--- src/hdl/scq_pkg.sv ---
// Shared types, scancode constants and set-1 translation tables for the
// scancode queue. No dependencies; every other file but scq_ram imports it.
`default_nettype none

package scq_pkg;

    // Command codes on the request port
    typedef enum logic [1:0] {
        CMD_PUSH   = 2'd0,
        CMD_POP    = 2'd1,
        CMD_PEEK   = 2'd2,
        CMD_UNUSED = 2'd3
    } scq_cmd_t;

    // Classified operation handed from the front part to the back part
    typedef enum logic [1:0] {
        OP_NONE = 2'd0,
        OP_PUSH = 2'd1,
        OP_POP  = 2'd2,
        OP_PEEK = 2'd3
    } scq_op_t;

    typedef struct packed {
        logic [1:0] command;
        logic [7:0] scancode;
        logic       data_ready;
        logic [7:0] peek_index;
    } scq_in_t;

    typedef struct packed {
        logic [7:0] ascii_code;
        logic [7:0] raw_code;
        logic       was_empty;
        logic       shift_held;
    } scq_out_t;

    typedef struct packed {
        scq_op_t    op;
        logic [7:0] scancode;
        logic [7:0] peek_index;
    } scq_req_t;

    typedef struct packed {
        logic [7:0] ascii;
        logic       shift;
    } scq_xlat_t;

    localparam logic [7:0] SC_LSHIFT    = 8'h2A;
    localparam logic [7:0] SC_RSHIFT    = 8'h36;
    localparam logic [7:0] SC_BREAK     = 8'h80;
    localparam logic [7:0] SC_TABLE_LEN = 8'h48;
    localparam logic [7:0] SC_PASS_MAX  = 8'h50;
    localparam int         TABLE_LEN    = 72;

    localparam logic [7:0] PLAIN_MAP [0:TABLE_LEN-1] = '{
        8'h00, 8'h00, 8'h31, 8'h32, 8'h33, 8'h34, 8'h35, 8'h36,
        8'h37, 8'h38, 8'h39, 8'h30, 8'h2D, 8'h3D, 8'h08, 8'h09,
        8'h71, 8'h77, 8'h65, 8'h72, 8'h74, 8'h79, 8'h75, 8'h69,
        8'h6F, 8'h70, 8'h5B, 8'h5D, 8'h0A, 8'h00, 8'h61, 8'h73,
        8'h64, 8'h66, 8'h67, 8'h68, 8'h6A, 8'h6B, 8'h6C, 8'h3B,
        8'h27, 8'h60, 8'h00, 8'h5C, 8'h7A, 8'h78, 8'h63, 8'h76,
        8'h62, 8'h6E, 8'h6D, 8'h2C, 8'h2E, 8'h2F, 8'h00, 8'h2A,
        8'h00, 8'h20, 8'h00, 8'h00, 8'h00, 8'h00, 8'h00, 8'h00,
        8'h00, 8'h00, 8'h00, 8'h00, 8'h00, 8'h00, 8'h00, 8'h00
    };

    localparam logic [7:0] SHIFT_MAP [0:TABLE_LEN-1] = '{
        8'h00, 8'h00, 8'h21, 8'h40, 8'h23, 8'h24, 8'h25, 8'h5E,
        8'h26, 8'h2A, 8'h28, 8'h29, 8'h5F, 8'h2B, 8'h08, 8'h09,
        8'h51, 8'h57, 8'h45, 8'h52, 8'h54, 8'h59, 8'h55, 8'h49,
        8'h4F, 8'h50, 8'h7B, 8'h7D, 8'h0A, 8'h00, 8'h41, 8'h53,
        8'h44, 8'h46, 8'h47, 8'h48, 8'h4A, 8'h4B, 8'h4C, 8'h3A,
        8'h22, 8'h7E, 8'h00, 8'h7C, 8'h5A, 8'h58, 8'h43, 8'h56,
        8'h42, 8'h4E, 8'h4D, 8'h3C, 8'h3E, 8'h3F, 8'h00, 8'h2A,
        8'h00, 8'h20, 8'h00, 8'h00, 8'h00, 8'h00, 8'h00, 8'h00,
        8'h00, 8'h00, 8'h00, 8'h00, 8'h00, 8'h00, 8'h00, 8'h00
    };

    // Map one set-1 code to ASCII and track make/break of either shift key
    function automatic scq_xlat_t scq_translate(input logic [7:0] code,
                                                input logic       shift_in);
        scq_xlat_t res;
        res.ascii = 8'h00;
        res.shift = shift_in;
        if (code == SC_LSHIFT || code == SC_RSHIFT) begin
            res.shift = 1'b1;
        end else if (code == (SC_LSHIFT | SC_BREAK) || code == (SC_RSHIFT | SC_BREAK)) begin
            res.shift = 1'b0;
        end else if (code < SC_TABLE_LEN) begin
            res.ascii = shift_in ? SHIFT_MAP[code[6:0]] : PLAIN_MAP[code[6:0]];
        end else if (code <= SC_PASS_MAX) begin
            res.ascii = code;
        end
        return res;
    endfunction

endpackage

`default_nettype wire

--- src/hdl/scq_ram.sv ---
// Generic single-write, single-read RAM with registered read data.
// No dependencies.
`default_nettype none

module scq_ram #(
    parameter int WIDTH = 8,
    parameter int DEPTH = 256
) (
    input  wire logic                     clk,
    input  wire logic                     we,
    input  wire logic [$clog2(DEPTH)-1:0] waddr,
    input  wire logic [WIDTH-1:0]         wdata,
    input  wire logic                     re,
    input  wire logic [$clog2(DEPTH)-1:0] raddr,
    output logic      [WIDTH-1:0]         rdata
);

    logic [WIDTH-1:0] mem [0:DEPTH-1];

    always_ff @(posedge clk)
    begin
        if (we)
        begin
            mem[waddr] <= wdata;
        end
        if (re)
        begin
            rdata <= mem[raddr];
        end
    end

endmodule

`default_nettype wire

--- src/hdl/scq_fifo.sv ---
// Two-entry queue of classified requests between front and back parts.
// Depends on scq_pkg.
`default_nettype none

module scq_fifo
    import scq_pkg::*;
(
    input  wire logic     clk,
    input  wire logic     rst_n,
    input  wire logic     push,
    input  wire scq_req_t push_req,
    input  wire logic     pop,
    output logic          empty,
    output logic          full,
    output scq_req_t      head
);

    scq_req_t   entry_reg [0:1];
    logic       wr_ptr_reg, wr_ptr_next;
    logic       rd_ptr_reg, rd_ptr_next;
    logic [1:0] count_reg, count_next;
    logic       do_push, do_pop;

    assign empty   = (count_reg == 2'd0);
    assign full    = (count_reg == 2'd2);
    assign head    = entry_reg[rd_ptr_reg];
    assign do_push = push && !full;
    assign do_pop  = pop && !empty;

    always_comb
    begin
        wr_ptr_next = do_push ? ~wr_ptr_reg : wr_ptr_reg;
        rd_ptr_next = do_pop ? ~rd_ptr_reg : rd_ptr_reg;
        count_next  = count_reg;
        if (do_push && !do_pop)
        begin
            count_next = count_reg + 2'd1;
        end
        else if (do_pop && !do_push)
        begin
            count_next = count_reg - 2'd1;
        end
    end

    always_ff @(posedge clk or negedge rst_n)
    begin
        if (!rst_n)
        begin
            wr_ptr_reg <= 1'b0;
            rd_ptr_reg <= 1'b0;
            count_reg  <= 2'd0;
        end
        else
        begin
            wr_ptr_reg <= wr_ptr_next;
            rd_ptr_reg <= rd_ptr_next;
            count_reg  <= count_next;
        end
    end

    always_ff @(posedge clk)
    begin
        if (do_push)
        begin
            entry_reg[wr_ptr_reg] <= push_req;
        end
    end

endmodule

`default_nettype wire

--- src/hdl/scq_front.sv ---
// Front part: takes requests, classifies them into queue operations and
// tracks the request in flight. Depends on scq_pkg.
`default_nettype none

module scq_front
    import scq_pkg::*;
#(
    parameter int BUFFER_DEPTH = 256
) (
    input  wire logic    clk,
    input  wire logic    rst_n,
    input  wire logic    start,
    input  wire scq_in_t request,
    input  wire logic    clearing,
    input  wire logic    done,
    output logic         busy,
    output logic         push,
    output scq_req_t     push_req
);

    logic     inflight_reg, inflight_next;
    logic     push_reg, push_next;
    scq_req_t req_reg, req_next;
    logic     accept;

    assign busy     = clearing || inflight_reg;
    assign accept   = start && !busy;
    assign push     = push_reg;
    assign push_req = req_reg;

    always_comb
    begin
        inflight_next = inflight_reg;
        if (accept)
        begin
            inflight_next = 1'b1;
        end
        else if (done)
        begin
            inflight_next = 1'b0;
        end

        push_next           = accept;
        req_next            = req_reg;
        req_next.scancode   = request.scancode;
        req_next.peek_index = request.peek_index;
        case (request.command)
            CMD_PUSH:   req_next.op = request.data_ready ? OP_PUSH : OP_NONE;
            CMD_POP:    req_next.op = OP_POP;
            // a slot past the end reads as zero, same as an unused command
            CMD_PEEK:   req_next.op = (32'(request.peek_index) < BUFFER_DEPTH) ?
                                      OP_PEEK : OP_NONE;
            default:    req_next.op = OP_NONE;
        endcase
        if (!accept)
        begin
            req_next = req_reg;
        end
    end

    always_ff @(posedge clk or negedge rst_n)
    begin
        if (!rst_n)
        begin
            inflight_reg <= 1'b0;
            push_reg     <= 1'b0;
        end
        else
        begin
            inflight_reg <= inflight_next;
            push_reg     <= push_next;
        end
    end

    always_ff @(posedge clk)
    begin
        req_reg <= req_next;
    end

endmodule

`default_nettype wire

--- src/hdl/scq_back.sv ---
// Back part: owns the scancode ring, its positions and the shift flag,
// clears the ring after reset and builds each result. Depends on scq_pkg
// and scq_ram.
`default_nettype none

module scq_back
    import scq_pkg::*;
#(
    parameter int BUFFER_DEPTH = 256
) (
    input  wire logic     clk,
    input  wire logic     rst_n,
    input  wire logic     q_empty,
    input  wire scq_req_t q_head,
    output logic          q_pop,
    output logic          clearing,
    output logic          done,
    output scq_out_t      result
);

    localparam int AW = $clog2(BUFFER_DEPTH);
    localparam int PW = $clog2(BUFFER_DEPTH + 1);

    typedef enum logic [1:0] {
        ST_CLEAR,
        ST_IDLE,
        ST_READ
    } state_t;

    state_t          state_reg, state_next;
    scq_op_t         op_reg, op_next;
    logic [AW-1:0]   clr_cnt_reg, clr_cnt_next;
    logic [PW-1:0]   wr_pos_reg, wr_pos_next;
    logic [PW-1:0]   rd_pos_reg, rd_pos_next;
    logic            shift_reg, shift_next;
    logic            done_reg, done_next;
    scq_out_t        result_reg, result_next;

    logic [PW-1:0]   wr_eff, rd_eff;
    logic            mem_we, mem_re;
    logic [AW-1:0]   mem_waddr, mem_raddr;
    logic [7:0]      mem_wdata, mem_rdata;
    scq_xlat_t       xlat;

    scq_ram #(
        .WIDTH (8),
        .DEPTH (BUFFER_DEPTH)
    ) u_ram (
        .clk   (clk),
        .we    (mem_we),
        .waddr (mem_waddr),
        .wdata (mem_wdata),
        .re    (mem_re),
        .raddr (mem_raddr),
        .rdata (mem_rdata)
    );

    // positions run up to the depth and wrap just before use
    assign wr_eff   = (wr_pos_reg == PW'(BUFFER_DEPTH)) ? '0 : wr_pos_reg;
    assign rd_eff   = (rd_pos_reg == PW'(BUFFER_DEPTH)) ? '0 : rd_pos_reg;
    assign xlat     = scq_translate(mem_rdata, shift_reg);
    assign clearing = (state_reg == ST_CLEAR);
    assign done     = done_reg;
    assign result   = result_reg;

    always_comb
    begin
        state_next   = state_reg;
        op_next      = op_reg;
        clr_cnt_next = clr_cnt_reg;
        wr_pos_next  = wr_pos_reg;
        rd_pos_next  = rd_pos_reg;
        shift_next   = shift_reg;
        done_next    = 1'b0;
        result_next  = result_reg;
        q_pop        = 1'b0;
        mem_we       = 1'b0;
        mem_waddr    = wr_eff[AW-1:0];
        mem_wdata    = q_head.scancode;
        mem_re       = 1'b0;
        mem_raddr    = rd_eff[AW-1:0];

        case (state_reg)
            ST_CLEAR:
            begin
                mem_we       = 1'b1;
                mem_waddr    = clr_cnt_reg;
                mem_wdata    = 8'h00;
                clr_cnt_next = clr_cnt_reg + 1'b1;
                if (clr_cnt_reg == AW'(BUFFER_DEPTH - 1))
                begin
                    state_next = ST_IDLE;
                end
            end
            ST_IDLE:
            begin
                if (!q_empty)
                begin
                    q_pop       = 1'b1;
                    result_next = '{ascii_code: 8'h00, raw_code: 8'h00,
                                    was_empty: 1'b0, shift_held: shift_reg};
                    case (q_head.op)
                        OP_PUSH:
                        begin
                            mem_we      = 1'b1;
                            wr_pos_next = wr_eff + 1'b1;
                            done_next   = 1'b1;
                        end
                        OP_POP:
                        begin
                            if (rd_pos_reg != wr_pos_reg)
                            begin
                                mem_re      = 1'b1;
                                rd_pos_next = rd_eff + 1'b1;
                                op_next     = OP_POP;
                                state_next  = ST_READ;
                            end
                            else
                            begin
                                result_next.was_empty = 1'b1;
                                done_next             = 1'b1;
                            end
                        end
                        OP_PEEK:
                        begin
                            mem_re     = 1'b1;
                            mem_raddr  = AW'(q_head.peek_index);
                            op_next    = OP_PEEK;
                            state_next = ST_READ;
                        end
                        default:
                        begin
                            done_next = 1'b1;
                        end
                    endcase
                end
            end
            ST_READ:
            begin
                done_next            = 1'b1;
                state_next           = ST_IDLE;
                result_next.raw_code = mem_rdata;
                if (op_reg == OP_POP)
                begin
                    shift_next             = xlat.shift;
                    result_next.ascii_code = xlat.ascii;
                    result_next.shift_held = xlat.shift;
                end
            end
            default:
            begin
                state_next = ST_IDLE;
            end
        endcase
    end

    always_ff @(posedge clk or negedge rst_n)
    begin
        if (!rst_n)
        begin
            state_reg   <= ST_CLEAR;
            op_reg      <= OP_NONE;
            clr_cnt_reg <= '0;
            wr_pos_reg  <= '0;
            rd_pos_reg  <= '0;
            shift_reg   <= 1'b0;
            done_reg    <= 1'b0;
            result_reg  <= '0;
        end
        else
        begin
            state_reg   <= state_next;
            op_reg      <= op_next;
            clr_cnt_reg <= clr_cnt_next;
            wr_pos_reg  <= wr_pos_next;
            rd_pos_reg  <= rd_pos_next;
            shift_reg   <= shift_next;
            done_reg    <= done_next;
            result_reg  <= result_next;
        end
    end

endmodule

`default_nettype wire

--- src/hdl/scancode_queue_to_ascii.sv ---
// Top level of the keyboard scancode queue with set-1 to ASCII translation.
// Depends on scq_pkg, scq_front, scq_fifo, scq_back and scq_ram.
//
// A request is taken on a clock edge where start is high and busy is low;
// busy then stays high until its result has been shown. Each request gives
// exactly one result, held on result for the single cycle in which done is
// high; the receiver must take it then, as there is no way to hold it off.
// A request passes from the front part's request register through the
// two-entry queue to the back part; a pop that finds data and an in-range
// peek also pass through ST_READ for the registered read of the scancode
// RAM. The next request can be taken in the cycle after the edge that
// takes its result. After reset the block clears its BUFFER_DEPTH-entry
// RAM, one entry per cycle, holding busy high meanwhile. Pushes past the
// buffer size overwrite unread entries with no warning.
`default_nettype none

module scancode_queue_to_ascii
    import scq_pkg::*;
#(
    parameter int BUFFER_DEPTH = 256
) (
    input  wire logic    clk,
    input  wire logic    rst_n,
    input  wire logic    start,
    input  wire scq_in_t request,
    output logic         busy,
    output logic         done,
    output scq_out_t     result
);

    logic     clearing;
    logic     push;
    scq_req_t push_req;
    logic     q_pop, q_empty, q_full;
    scq_req_t q_head;

    scq_front #(
        .BUFFER_DEPTH (BUFFER_DEPTH)
    ) u_front (
        .clk      (clk),
        .rst_n    (rst_n),
        .start    (start),
        .request  (request),
        .clearing (clearing),
        .done     (done),
        .busy     (busy),
        .push     (push),
        .push_req (push_req)
    );

    // one request in flight never fills the queue
    scq_fifo u_fifo (
        .clk      (clk),
        .rst_n    (rst_n),
        .push     (push && !q_full),
        .push_req (push_req),
        .pop      (q_pop),
        .empty    (q_empty),
        .full     (q_full),
        .head     (q_head)
    );

    scq_back #(
        .BUFFER_DEPTH (BUFFER_DEPTH)
    ) u_back (
        .clk      (clk),
        .rst_n    (rst_n),
        .q_empty  (q_empty),
        .q_head   (q_head),
        .q_pop    (q_pop),
        .clearing (clearing),
        .done     (done),
        .result   (result)
    );

endmodule

`default_nettype wire

--- config.mk ---
export PLATFORM = sky130hd
export DESIGN_NAME = scancode_queue_to_ascii
export DESIGN_NICKNAME = d
export VERILOG_FILES = /design/src/hdl/scq_pkg.sv /design/src/hdl/scq_ram.sv /design/src/hdl/scq_fifo.sv /design/src/hdl/scq_front.sv /design/src/hdl/scq_back.sv /design/src/hdl/scancode_queue_to_ascii.sv
export SDC_FILE = /design/constraint.sdc
export NUM_CORES = 2
export LEC_CHECK = 0
export BUFFER_PORTS_ARGS = -buffer_cell sky130_fd_sc_hd__buf_4
export CELL_PAD_IN_SITES_DETAIL_PLACEMENT = 1
export CELL_PAD_IN_SITES_GLOBAL_PLACEMENT = 1
export CORE_ASPECT_RATIO = 0.75
export CORE_MARGIN = 1
export CORE_UTILIZATION = 51
export DETAILED_ROUTE_END_ITERATION = 8
export HOLD_SLACK_MARGIN = 0.1
export PLACE_DENSITY_LB_ADDON = 0.1
export SYNTH_ARGS = -nofsm -noshare
export SYNTH_HDL_FRONTEND = slang
export SYNTH_HIERARCHICAL = 1
export SYNTH_SLANG_ARGS = --single-unit
export TNS_END_PERCENT = 50
--- constraint.sdc ---
create_clock -name clk -period 8.61 [get_ports clk]
set_input_delay 0.861 -clock clk [delete_from_list [all_inputs] [get_ports clk]]
set_output_delay 0.861 -clock clk [all_outputs]
set_load 0.01 [all_outputs]
==> metrics.txt <==
WP data arrival 6.88 ns; Syn Nets 4330; global-route wire length before repair 330000 µm; EDFF count, synth 2110; CP Class flop to flop; failing checks capacitance limit, slew limit; WL/cell 34.1 µm; CTS sink cnt 2166; share of the synthesized area in the top cell type 0.739; Tmin final 6.34 ns; Worst R2R Path Depth 14; reg-to-reg critical path endpoint u_back/u_ram/rdata[3]$_DFFE_PP_; top routing layer used met5; CTS tree yes; yosys warns 6; gpl congestion 0.839; top_reg_cell synth edfxtp_1; Root Buffer clkbuf_16; hold worst-path end u_front/push_req[8]$_DFFE_PP_; largest net degree at the start of global routing 213; H-tree Lvls 4; post-synth cell types 87; Mapped Area 85800 µm²; final slew viol count 2; top-count cell post-synth edfxtp_1; die area 170000 µm²; RSZ-0062 raised after global routing no; final clock skew 0.0356 ns; Final Cycle Share 0.736; Pre-antenna DRT Iters 5; Die H 357 µm; Slew HR -0.0584; Routed Wire Length 231000 µm; final hold vios 0; Worst Hold Launch request[9]; WP data required 9.15 ns; critical path launch point type flop; DR WL met3 21200 µm; Mean Syn Cell Area 20.0 µm²; P_leak 23.7 nW; Max-Cap Viols 1; Post-synth ARST share 0.0259; Clk Latency, worst-skew pair 0.83 ns; ANT nets after route 0; Total Routing Usage GR 0.275; DRC 0; Seq/Total Area, Yosys 0.755; Worst-path clk slew 0.06 ns; M1 WL 103000 µm; met2 routed WL 103000 µm; max reg flops 2048; nets 4418; setup tns final 0 ns; Cells after Synth 4285; vias per cell 6.49; most common library cells after synthesis edfxtp_1 (2110), mux4_2 (457), nor2_1 (310), mux2i_1 (145), a22oi_1 (144); core box area 166000 µm²; top cells by area, synth edfxtp_1 (74%), mux4_2 (12%), mux2i_1 (1.7%); setup bufs post-CTS 0; GR Overflow Total 0; via count 43900; status finished, violations left; FF+latch count, synth 2166; worst hold stages 1; largest area contributor in the netlist edfxtp_1; die width 476 µm; Std-Cell Rows 129; vias in the first global route 44200; R2R setup slack 2.27 ns; share of layout cells above drive strength 1 0.216; Fmax achieved 158 MHz; initial antenna violation count 16; PwrDens 213 nW/µm²; Layout area overhead 10.8%; initial DRC count 5881; Critical Path Fanout Max 28; Worst setup EP type flop; total clock buffers created by CTS 203; worst-margin pin slew 1.57 ns; # port buffers 41; HP Class primary input to flop; Worst R2R Start u_back/state_reg[1]$_DFFE_PN0P_; final count of negative-setup-slack endpoints 0; dpl hpwl 141000 µm; Top Ports 42; worst hold margin 0.203 ns; Worst IR Drop VDD 216 µV; initial core utilization 0.517; CTS max path bufs 3; Filler cells 14200
==> cells in the final DEF (no fill, tap or decap), types with 48 or more instances in the layout <==
master / Yosys / layout
nand2_1: 86 / 81
clkbuf_16: 0 / 203
mux2i_1: 145 / 145
edfxtp_1: 2110 / 2110
mux4_2: 457 / 457
dfrtp_1: 56 / 56
a21oi_1: 117 / 117
a22oi_1: 144 / 144
o221ai_1: 48 / 48
buf_4: 27 / 131
nor2_1: 310 / 307
==> worst max-delay path: stages, from the launching register on <==
cell and delay [ns]:
dfrtp_1 0.40, inv_1 0.10, ha_1 0.47, nor2b_1 0.49, and3_1 0.50, nand2_1 0.17
o21ai_4 0.40, buf_12 0.33, buf_4 0.33, mux4_2 0.54, a22o_1 0.25, a221oi_1 0.94
o32ai_1 0.23, nor3_1 0.66, nor4_1 0.15
==> cell families after synthesis <==
kind of cell | synth area share
AOI/OAI and AO/OA | 0.0412
xor gates and xnor gates | 0.00347
adders and majority gates | 0.00336
buffers and inverters | 0.0200
DFF | 0.755
muxes | 0.142
and+or+nand+nor | 0.0347
==> worst max path at each step <==
stage / from / end / slack (ns)
after detailed placement: u_back/state_reg[1]$_DFFE_PN0P_ / u_back/u_ram/rdata[3]$_DFFE_PP_ / 2.29
after floorplan: u_back/state_reg[0]$_DFFE_PN0P_ / u_back/u_ram/mem[0][3]$_DFFE_PP_ / 0.03
after CTS: u_back/state_reg[1]$_DFFE_PN0P_ / u_back/u_ram/rdata[3]$_DFFE_PP_ / 2.26
after global placement: u_back/state_reg[1]$_DFFE_PN0P_ / u_back/u_ram/rdata[7]$_DFFE_PP_ / 2.37
after global routing: u_back/state_reg[1]$_DFFE_PN0P_ / u_back/u_ram/rdata[3]$_DFFE_PP_ / 2.00
final: u_back/state_reg[1]$_DFFE_PN0P_ / u_back/u_ram/rdata[3]$_DFFE_PP_ / 2.27
==> through the flow <==
step / util / power, W / area, µm² / cells / worst slack, ns
6_report: 0.572 / 0.0202 / 95000 / 6768 / 2.27
2_1_floorplan: - / 0.0116 / 85800 / 4285 / 0.0301
3_3_place_gp: 0.533 / 0.0116 / 88500 / 6394 / 2.37
4_1_cts: 0.572 / 0.0204 / 95000 / 6767 / 2.26
5_1_grt: 0.572 / 0.0207 / 95000 / 6767 / 2.00
3_5_place_dp: 0.533 / 0.0116 / 88500 / 6394 / 2.29
==> power by group <==
part | switching (W) | internal, W | total, W
logic | 0.00000864 | 0.00000759 | 0.0000162
clock network | 0.00393 | 0.00491 | 0.00884
registers | 0.00000105 | 0.0114 | 0.0114
==> final cells by class <==
type / instances / area [µm²] / area share
diodes: 1 / 2.50 / 0.0000263
flip-flops and latches: 2166 / 64800 / 0.682
clock inverters: 126 / 1170 / 0.0124
repair buffers: 153 / 1410 / 0.0149
multi-input cells: 1829 / 19500 / 0.205
clock buffers: 246 / 5280 / 0.0556
well taps: 2227 / 2790 / 0.0293
inverters: 20 / 75.1 / 0.000790
==> metal layers <==
| layer | up-vias | GRT usage |
|---|---|---|
| met5 | - | 0 |
| met4 | 14 | 0.0550 |
| met3 | 296 | 0.0573 |
| met2 | 1924 | 0.402 |
| met1 | 23800 | 0.432 |
| li1 | 17900 | - |
==> repair_timing <==
item                      in CTS  in global routing
hold endpoints to repair      48                  0
gates resized for setup        0                  0
hold buffers                   1                  0
No activity file was read; power rests on OpenSTA's default activity.
